## src/rtl/gcdlr_pkg.sv

```systemverilog
// ----------------------------------------------------------------------------
// gcdlr_pkg: shared types and codes for the gcd/lcm resample ratio block
// Word layouts of both channels, datapath command codes and the command and
// status bundles that run between the controller and the datapath.
// ----------------------------------------------------------------------------
package gcdlr_pkg;

	localparam int OPERAND_BITS_DEF = 32;
	localparam int FIELD_BITS       = 32;
	localparam int MULT_BITS        = 64;

	typedef struct packed {
		logic [FIELD_BITS-1:0] first_value;
		logic [FIELD_BITS-1:0] second_value;
	} in_word_t;

	typedef struct packed {
		logic [FIELD_BITS-1:0] divisor;
		logic [MULT_BITS-1:0]  multiple;
		logic [FIELD_BITS-1:0] interp_factor;
		logic [FIELD_BITS-1:0] decim_factor;
		logic                  zero_operand;
	} out_word_t;

	// Datapath operations.
	localparam logic [2:0] OP_NONE     = 3'd0;
	localparam logic [2:0] OP_LOAD     = 3'd1;
	localparam logic [2:0] OP_TWOS     = 3'd2;
	localparam logic [2:0] OP_REDUCE   = 3'd3;
	localparam logic [2:0] OP_DIV_INIT = 3'd4;
	localparam logic [2:0] OP_DIV      = 3'd5;
	localparam logic [2:0] OP_MUL      = 3'd6;

	typedef struct packed {
		logic [2:0] op;
		logic       out_load;
	} cmd_t;

	typedef struct packed {
		logic zero_in;
		logic both_even;
		logic reduce_done;
		logic count_done;
	} status_t;

endpackage

```

## src/rtl/gcdlr_dp.sv

```systemverilog
// ----------------------------------------------------------------------------
// gcdlr_dp: datapath of the gcd/lcm resample ratio block
// Binary gcd registers, two restoring dividers sharing the gcd as divisor,
// one multiplier for the lcm, and the assembly of the result word.
// ----------------------------------------------------------------------------
module gcdlr_dp #(
	parameter int OPERAND_BITS = gcdlr_pkg::OPERAND_BITS_DEF
) (
	input  logic                  clk,
	input  gcdlr_pkg::in_word_t   operands,
	input  gcdlr_pkg::cmd_t       cmd,
	output gcdlr_pkg::status_t    status,
	output gcdlr_pkg::out_word_t  result
);
	import gcdlr_pkg::*;

	localparam int W   = OPERAND_BITS;
	localparam int SHW = $clog2(W);
	localparam int CW  = $clog2(W);
	localparam logic [CW-1:0] CNT_TOP = CW'(W - 1);

	logic [W-1:0]   x_q, y_q;
	logic [W-1:0]   a_q, b_q;
	logic [SHW-1:0] shift_q;
	logic [W-1:0]   g_q;
	logic [W-1:0]   qi_q, qd_q;
	logic [W-1:0]   ri_q, rd_q;
	logic [CW-1:0]  cnt_q;
	logic [2*W-1:0] prod_q;

	logic [W:0]   trial_i, trial_d;
	logic         fit_i, fit_d;
	logic [W-1:0] zero_div;

	assign trial_i = {ri_q, qi_q[W-1]};
	assign trial_d = {rd_q, qd_q[W-1]};
	assign fit_i   = trial_i >= {1'b0, g_q};
	assign fit_d   = trial_d >= {1'b0, g_q};

	always_ff @(posedge clk) begin
		case (cmd.op)
			OP_LOAD: begin
				x_q     <= operands.first_value[W-1:0];
				y_q     <= operands.second_value[W-1:0];
				a_q     <= operands.first_value[W-1:0];
				b_q     <= operands.second_value[W-1:0];
				shift_q <= '0;
			end
			OP_TWOS: begin
				a_q     <= a_q >> 1;
				b_q     <= b_q >> 1;
				shift_q <= shift_q + SHW'(1);
			end
			OP_REDUCE: begin
				if (!a_q[0]) begin
					a_q <= a_q >> 1;
				end else if (!b_q[0]) begin
					b_q <= b_q >> 1;
				end else if (a_q >= b_q) begin
					a_q <= a_q - b_q;
				end else begin
					b_q <= b_q - a_q;
				end
			end
			OP_DIV_INIT: begin
				g_q   <= (a_q | b_q) << shift_q;
				qi_q  <= y_q;
				qd_q  <= x_q;
				ri_q  <= '0;
				rd_q  <= '0;
				cnt_q <= CNT_TOP;
			end
			OP_DIV: begin
				// One quotient bit per cycle for each divider.
				ri_q  <= fit_i ? W'(trial_i - {1'b0, g_q}) : trial_i[W-1:0];
				rd_q  <= fit_d ? W'(trial_d - {1'b0, g_q}) : trial_d[W-1:0];
				qi_q  <= {qi_q[W-2:0], fit_i};
				qd_q  <= {qd_q[W-2:0], fit_d};
				cnt_q <= cnt_q - CW'(1);
			end
			OP_MUL: begin
				prod_q <= (2*W)'(qd_q) * (2*W)'(y_q);
			end
			default: begin
			end
		endcase
	end

	assign status.zero_in     = (x_q == '0) || (y_q == '0);
	assign status.both_even   = !a_q[0] && !b_q[0];
	assign status.reduce_done = (a_q == '0) || (b_q == '0);
	assign status.count_done  = (cnt_q == '0);

	assign zero_div = (x_q == '0) ? y_q : x_q;

	always_comb begin
		if (status.zero_in) begin
			result.divisor       = FIELD_BITS'(zero_div);
			result.multiple      = '0;
			result.interp_factor = '0;
			result.decim_factor  = '0;
			result.zero_operand  = 1'b1;
		end else begin
			result.divisor       = FIELD_BITS'(g_q);
			result.multiple      = MULT_BITS'(prod_q);
			result.interp_factor = FIELD_BITS'(qi_q);
			result.decim_factor  = FIELD_BITS'(qd_q);
			result.zero_operand  = 1'b0;
		end
	end

endmodule

```

## src/rtl/gcdlr_ctrl.sv

```systemverilog
// ----------------------------------------------------------------------------
// gcdlr_ctrl: controller of the gcd/lcm resample ratio block
// Steps the datapath through load, gcd reduction, division and multiply,
// or from load to done on a zero operand, then loads the output register.
// ----------------------------------------------------------------------------
module gcdlr_ctrl (
	input  logic               clk,
	input  logic               arst_n,
	input  logic               operand_valid,
	output logic               operand_stall,
	input  gcdlr_pkg::status_t status,
	input  logic               slot_free,
	output gcdlr_pkg::cmd_t    cmd
);
	import gcdlr_pkg::*;

	localparam logic [2:0] S_IDLE   = 3'd0;
	localparam logic [2:0] S_TWOS   = 3'd1;
	localparam logic [2:0] S_REDUCE = 3'd2;
	localparam logic [2:0] S_DIVI   = 3'd3;
	localparam logic [2:0] S_DIV    = 3'd4;
	localparam logic [2:0] S_MUL    = 3'd5;
	localparam logic [2:0] S_DONE   = 3'd6;

	logic [2:0] state_q, state_d;

	always_ff @(posedge clk or negedge arst_n) begin
		if (!arst_n) begin
			state_q <= S_IDLE;
		end else begin
			state_q <= state_d;
		end
	end

	assign operand_stall = (state_q != S_IDLE);

	always_comb begin
		state_d      = state_q;
		cmd.op       = OP_NONE;
		cmd.out_load = 1'b0;
		case (state_q)
			S_IDLE: begin
				if (operand_valid) begin
					cmd.op  = OP_LOAD;
					state_d = S_TWOS;
				end
			end
			S_TWOS: begin
				if (status.zero_in) begin
					state_d = S_DONE;
				end else if (status.both_even) begin
					cmd.op = OP_TWOS;
				end else begin
					state_d = S_REDUCE;
				end
			end
			S_REDUCE: begin
				if (status.reduce_done) begin
					state_d = S_DIVI;
				end else begin
					cmd.op = OP_REDUCE;
				end
			end
			S_DIVI: begin
				cmd.op  = OP_DIV_INIT;
				state_d = S_DIV;
			end
			S_DIV: begin
				cmd.op = OP_DIV;
				if (status.count_done) begin
					state_d = S_MUL;
				end
			end
			S_MUL: begin
				cmd.op  = OP_MUL;
				state_d = S_DONE;
			end
			S_DONE: begin
				if (slot_free) begin
					cmd.out_load = 1'b1;
					state_d      = S_IDLE;
				end
			end
			default: begin
				state_d = S_IDLE;
			end
		endcase
	end

endmodule

```

## src/rtl/gcd_lcm_resample_ratio.sv

```systemverilog
// ----------------------------------------------------------------------------
// gcd_lcm_resample_ratio: gcd, lcm and resampling factors of two operands
// Top level: controller, datapath and the output register.
// ----------------------------------------------------------------------------
// Each input word carries two unsigned operands, of which the low
// OPERAND_BITS bits are used. The block returns one result word per input
// word with the greatest common divisor, the least common multiple, the
// interpolation factor (second operand / gcd) and the decimation factor
// (first operand / gcd). When either operand is zero, zero_operand is set,
// the divisor is the other operand and the remaining fields are zero.
// Items are processed one at a time. An item takes a load step, binary gcd
// reduction (one shift or subtract per cycle), the two restoring dividers
// that run side by side, a multiply step and the hand-over to the output
// register; an item with a zero operand goes from the load straight to
// the hand-over.
// The finished result sits in an output register, so the next operand
// word is taken while an earlier result still waits to be read.
// ----------------------------------------------------------------------------
module gcd_lcm_resample_ratio #(
	parameter int OPERAND_BITS = gcdlr_pkg::OPERAND_BITS_DEF
) (
	input  logic                 clk,
	input  logic                 arst_n,
	input  logic                 operand_valid,
	output logic                 operand_stall,
	input  gcdlr_pkg::in_word_t  operands,
	output logic                 result_valid,
	input  logic                 result_stall,
	output gcdlr_pkg::out_word_t result
);
	import gcdlr_pkg::*;

	cmd_t      cmd;
	status_t   status;
	out_word_t dp_result;
	logic      slot_free;
	logic      result_valid_q;
	out_word_t result_q;

	// The output register can take a new result when it is empty or when
	// its current word leaves in this cycle.
	assign slot_free = !result_valid_q || !result_stall;

	gcdlr_ctrl u_ctrl (
		.clk           (clk),
		.arst_n        (arst_n),
		.operand_valid (operand_valid),
		.operand_stall (operand_stall),
		.status        (status),
		.slot_free     (slot_free),
		.cmd           (cmd)
	);

	gcdlr_dp #(
		.OPERAND_BITS (OPERAND_BITS)
	) u_dp (
		.clk      (clk),
		.operands (operands),
		.cmd      (cmd),
		.status   (status),
		.result   (dp_result)
	);

	always_ff @(posedge clk or negedge arst_n) begin
		if (!arst_n) begin
			result_valid_q <= 1'b0;
		end else if (cmd.out_load) begin
			result_valid_q <= 1'b1;
		end else if (!result_stall) begin
			result_valid_q <= 1'b0;
		end
	end

	always_ff @(posedge clk) begin
		if (cmd.out_load) begin
			result_q <= dp_result;
		end
	end

	assign result_valid = result_valid_q;
	assign result       = result_q;

	// Accepting an operand word always starts a busy period.
	a_busy_after_accept: assert property (@(posedge clk) disable iff (!arst_n)
		operand_valid && !operand_stall |=> operand_stall)
		else $error("block not busy after accepting an operand word");

	// A zero operand forces the lcm and both factors to zero.
	a_zero_fields: assert property (@(posedge clk) disable iff (!arst_n)
		result_valid && result.zero_operand |->
			result.multiple == '0 && result.interp_factor == '0 &&
			result.decim_factor == '0)
		else $error("nonzero lcm or factor on a zero operand");

	// Two nonzero operands always have a nonzero gcd.
	a_gcd_nonzero: assert property (@(posedge clk) disable iff (!arst_n)
		result_valid && !result.zero_operand |-> result.divisor != '0)
		else $error("zero gcd for nonzero operands");

	// A new result only appears after the block has been working on it.
	a_result_from_work: assert property (@(posedge clk) disable iff (!arst_n)
		$rose(result_valid) |-> $past(operand_stall))
		else $error("result word appeared without a busy period");

endmodule

```

## config.mk

```make
export PLATFORM = sky130hd
export DESIGN_NAME = gcd_lcm_resample_ratio
export DESIGN_NICKNAME = d
export VERILOG_FILES = /design/src/rtl/gcdlr_pkg.sv /design/src/rtl/gcdlr_dp.sv /design/src/rtl/gcdlr_ctrl.sv /design/src/rtl/gcd_lcm_resample_ratio.sv
export SDC_FILE = /design/constraint.sdc
export NUM_CORES = 2
export LEC_CHECK = 0
export ABC_AREA = 1
export BUFFER_PORTS_ARGS = -buffer_cell sky130_fd_sc_hd__clkbuf_2
export CORE_ASPECT_RATIO = 1.75
export CORE_MARGIN = 4
export CORE_UTILIZATION = 65
export DETAILED_ROUTE_END_ITERATION = 10
export GPL_TIMING_DRIVEN = 0
export PLACE_DENSITY = 0.88
export SETUP_SLACK_MARGIN = 0.2
export SYNTH_ARGS = -nofsm -noshare
export SYNTH_HDL_FRONTEND = slang
export SYNTH_HIERARCHICAL = 1
export SYNTH_SLANG_ARGS = --single-unit
```

## constraint.sdc

```tcl
create_clock -name clk -period 13.4 [get_ports clk]
set_input_delay 2.68 -clock clk [delete_from_list [all_inputs] [get_ports clk]]
set_output_delay 2.68 -clock clk [all_outputs]
set_load 0.1 [all_outputs]
```

==> results.cfg, run 1 <==
[global_route]
grt_start_max_net_pins = 37
globalRouteOverflowTotal = 8
grt_pass1_wl_um = 459000
grt_pass1_vias = 68100
grt.total_usage = 0.591

[die]
initial_core_util = 0.656
ios = 231
num_rows = 155
die_w_um = 251
die_h_um = 433

[outcome]
stop_stage = 5_1_grt
status = stopped before the end
firstError = [ERROR GRT-0116] Global routing finished with congestion. Check the congestion regions in the DRC Viewer.

[cts]
cts-buffers-inserted = 49
htreeDepth = 2
cts-root-buf = clkbuf_16
ctsHoldBuffers = 0
cts_setup_buffers = 0
postCtsResizedCells = 0
clock_path_buffers = 3
clock_sinks = 527

[placement]
port_buffers = 230
pre_cts_slack_ns = 3.59
place_congestion = 1.23
place_area_sq_um = 70500
hpwl_um = 240000

[synthesis]
avgSynthCellArea_sq_um = 7.88
ys_seq_area_frac = 0.235
ys_ff_latch = 527
synthCells = 8533
netlist_area_sq_um = 67200
synth_nets = 9926
ys_warn_count = 6
ys_types = 57
-- per-layer routing --
layer  GRT overflow  track usage
met3              2        0.319
met1              1        0.539
met5              0       0.0413
met4              4        0.678
met2              1        0.863
-- cell families after synthesis --
group	count (synthesis)	share of synthesized area
AOI/OAI and AO/OA	783	0.0635
xor gates and xnor gates	109	0.0142
adders and majority gates	1325	0.347
buffers and inverters	2528	0.143
DFF	527	0.235
muxes	19	0.00283
and+or+nand+nor	3242	0.194
-- stage by stage --
step / instances / TNS (ns) / hold slack [ns]
after detailed placement: 10100 / 0 / 0.517
after global placement: 10100 / -431.67 / 0.471
after CTS: 10200 / 0 / 0.532
after floorplan: 8533 / 0 / 0.519
-- Yosys cell counts, drive strengths merged --
cell | number | share of area
or4 | 1 | 0.00011
a221oi | 4 | 0.00052
and3 | 3 | 0.00028
a21oi | 349 | 0.026
o21a | 8 | 0.00089
o32ai | 1 | 0.00013
or2 | 8 | 0.00074
dfrtp | 4 | 0.0015
o21ai | 295 | 0.022
nand3 | 184 | 0.014
clkbuf | 306 | 0.017
clkinv | 4 | 0.00022
nand3b | 26 | 0.0029
and2 | 1 | 0.000093
nand4 | 68 | 0.0063
edfxtp | 523 | 0.23
a22oi | 6 | 0.00067
or3 | 1 | 0.000093
a22o | 1 | 0.00013
inv | 2149 | 0.12
o22ai | 3 | 0.00028
mux2i | 19 | 0.0028
nor2 | 732 | 0.042
a21o | 24 | 0.0027
o311ai | 1 | 0.00013
a31oi | 7 | 0.00065
xnor2 | 18 | 0.0023
a21boi | 6 | 0.00067
o31ai | 2 | 0.00022
ha | 425 | 0.079
nor3b | 1 | 0.00011
nor3 | 30 | 0.0025
fa | 900 | 0.27
nor4 | 36 | 0.0034
xor2 | 91 | 0.012
nand2 | 2151 | 0.12
buf | 69 | 0.0058
o211ai | 11 | 0.0012
o21bai | 65 | 0.0073
==> inputs of run 2 (changes only) <==
--- a/config.mk
+++ b/config.mk
@@ -7,13 +7,11 @@
 export LEC_CHECK = 0
 export ABC_AREA = 1
 export BUFFER_PORTS_ARGS = -buffer_cell sky130_fd_sc_hd__clkbuf_2
-export CORE_ASPECT_RATIO = 1.75
 export CORE_MARGIN = 4
-export CORE_UTILIZATION = 65
+export CORE_UTILIZATION = 40
 export DETAILED_ROUTE_END_ITERATION = 10
 export GPL_TIMING_DRIVEN = 0
-export PLACE_DENSITY = 0.88
-export SETUP_SLACK_MARGIN = 0.2
+export PLACE_DENSITY_LB_ADDON = 0.15
 export SYNTH_ARGS = -nofsm -noshare
 export SYNTH_HDL_FRONTEND = slang
 export SYNTH_HIERARCHICAL = 1
==> run 2 against run 1 <==
Against the previous run:
- the flow now finishes, with violations (max-capacitance violations, max-slew violations)
- synthesized cell count unchanged
- synthesized area did not move
==> results.cfg, run 2 <==
[die]
die_w_um = 418
initial_core_util = 0.402
die_h_um = 418
num_rows = 150
core_area_sq_um = 167000
die_area_sq_um = 175000
ios = 231

[critical_path]
cp_cell_sequence = clkbuf_1, clkbuf_1, nand2_1, fa_1, fa_1, fa_1, fa_1, inv_1, fa_1, fa_1, fa_1, inv_1, fa_1, inv_1, ha_1, a21oi_1, inv_1, nor2_1, a21boi_0, o21ai_0, a21oi_1, nand2_1, xor2_1
cpMaxStageDelayCell = clkbuf_1
rr_startpoint = u_dp/y_q[12]
crit_path_max_incr_delay_ns = 1.11
start_kind = register
cp_max_fo = 10
cp_common_cell = fa_1
worstPathRequired_ns = 13.83
worstSetupEndpointType = register
worstPathArrival_ns = 9.90
cp_top_family = adder cells
critPathKind = register to register
cp.buffers_inverters = 6
timing.critical_path.from = u_dp/y_q[12]

[placement]
hpwl_um = 243000
place_congestion = 1.02
port_buffers = 230
place_area_sq_um = 71600
pre_cts_slack_ns = 4.20

[worst_hold_path]
hold_start = u_dp/prod_q[6]
hp-class = register to register

[sta]
holdWs_ns = 0.491
fin_worst_skew_ns = 0.0692
hold_viol_final = 0
worst_slew_pin_slew_ns = 1.62
slew_viol_final = 48
max_freq_mhz = 106
setup_violations = 0
tns_ns = 0
setup_ws_ns = 3.93
period_share = 0.707
layout_min_cycle_time_ns = 9.47
rsz0062_at_grt = false
slew_headroom = -0.0812

[routing]
wire_per_inst_um = 26.2
drc = 0
detail_route.vias_per_cell = 5.20
via_count = 57900
postRouteAntennaNets = 0
drt_first_pass_iters = 6
wl_um = 292000
initialDrtViolationCount = 5790

[global_route]
grt_pass1_vias = 59100
antenna_found_initial = 14
globalRouteOverflowTotal = 0
grt_start_max_net_pins = 37
grt.total_usage = 0.332
grt_pass1_wl_um = 413000

[cts]
clock_sinks = 527
htreeDepth = 3
path_clk_slew_ns = 0.06
cts-buffers-inserted = 66
clock_latency_ns = 0.72
cts_tree = done
clock_path_buffers = 3
cts-root-buf = clkbuf_16
ctsHoldBuffers = 0
cts_setup_buffers = 0
postCtsResizedCells = 0

[synthesis]
synth-adder-area-share = 0.347
synth_compound_area_frac = 0.0635
ys_dominant_reg_cell = edfxtp_1
synthCells = 8533
ys_seq_area_frac = 0.235
muxShareOfSynthArea = 0.00283
ys_warn_count = 6
netlist_area_sq_um = 67200
yosys-top-cells-area = fa_1, edfxtp_1, inv_1
ys_ff_latch = 527
yosysTopAreaCellShare = 0.268
synth_xor_area_frac = 0.0142
ys_types = 57
avgSynthCellArea_sq_um = 7.88
synth_top_family_by_area = adder cells
synth_edf_count = 523
async_reset_ff_frac = 0.00759
yosys.area_share.simple = 0.194
synth_commonest_cells = inv_1, nand2_1, fa_1
yosys.area.top_type = fa_1
synth_nets = 9926

[cells_and_area]
final_nets = 10200
final_common_cell = nand2_1
largest_reg_flops = 161
layout_common_cells = nand2_1, inv_1, fa_1, nor2_1, edfxtp_1
syn_to_final_growth_pct = 9.87
final_area_sq_um = 73800
fin_util = 0.442
drive_above_1_share = 0.0543

[power]
power.density_nw_per_um2 = 49.5
peakVddDrop_mv = 0.0970
p_leak_nw = 39.6

[job]
maxCapViolations = 5

[outcome]
status = finished, violations left
violations = max-capacitance violations, max-slew violations
run 2: cell families (layout without fill, tap and decap cells):
logic type	after synthesis	in the layout
AO/OA/AOI/OAI	783	783
XOR/XNOR	109	109
adder cells (fa/ha/maj)	1325	1325
buffers and inverters	2528	2903
flip-flops	527	527
multiplexers	19	19
other	0	7
AND/OR/NAND/NOR	3242	3242
run 2: worst paths after layout:
kind / to / slack, ns / cells after the start
max: u_dp/prod_q[37] / 3.93 / 23
min: result[71] / 0.49 / 2
max reg2reg: u_dp/prod_q[37] / 3.93 / 23
min reg2reg: result[71] / 0.49 / 2
max in group asynchronous: u_ctrl/state_q[1] / 11.51 / 1
min in group asynchronous: result_valid / 1.75 / 1
run 2: metrics by stage:
step / instances / total power, mW
CTS: 11100 / 3.69
floorplan: 8533 / 1.82
detailed placement: 11000 / 1.85
finish: 11100 / 3.65
global placement: 11000 / 1.85
global route: 11100 / 3.75
run 2: power by group:
| part | switching [mW] | internal [mW] | total (mW) |
|---|---|---|---|
| Combinational | 0.0207 | 0.00719 | 0.0279 |
| Sequential | 0.0000000000000000100 | 1.79 | 1.79 |
| Clock | 0.792 | 1.05 | 1.84 |
run 2: worst register-to-register path, delay by kind of cell, from the launching register on:
| family | cells | cell delay [ns] |
|---|---|---|
| xor+xnor | 1 | 0.16 |
| buf+inv | 6 | 2.35 |
| simple gates | 3 | 0.43 |
| fa+ha+maj | 9 | 4.56 |
| flops | 1 | 0.32 |
| compound gates | 4 | 1.40 |
run 2: layout make-up:
| cell class | instances | area (sq um) |
|---|---|---|
| fillers | 17400 | 93200 |
| diodes | 7 | 17.5 |
| plain buffers | 375 | 1540 |
| well taps | 2204 | 2760 |
| multi-input cells | 5478 | 41800 |
| flip-flops and latches | 527 | 15800 |
| inverters | 2153 | 8080 |
| clock buffers | 75 | 1730 |
| clock inverters | 45 | 487 |
| repair buffers | 255 | 1590 |
run 2: per-layer routing:
metal  up-vias  global-route usage  wire (um)  part of all wire
li1      26100                   -          -                 -
met1     28400               0.398     110000              0.38
met2      2595               0.556     138000              0.47
met3       736              0.0605      22100             0.076
met4        14               0.201      21800             0.075
met5         -                   0         95           0.00033
Power figures use the tool's default switching activity.
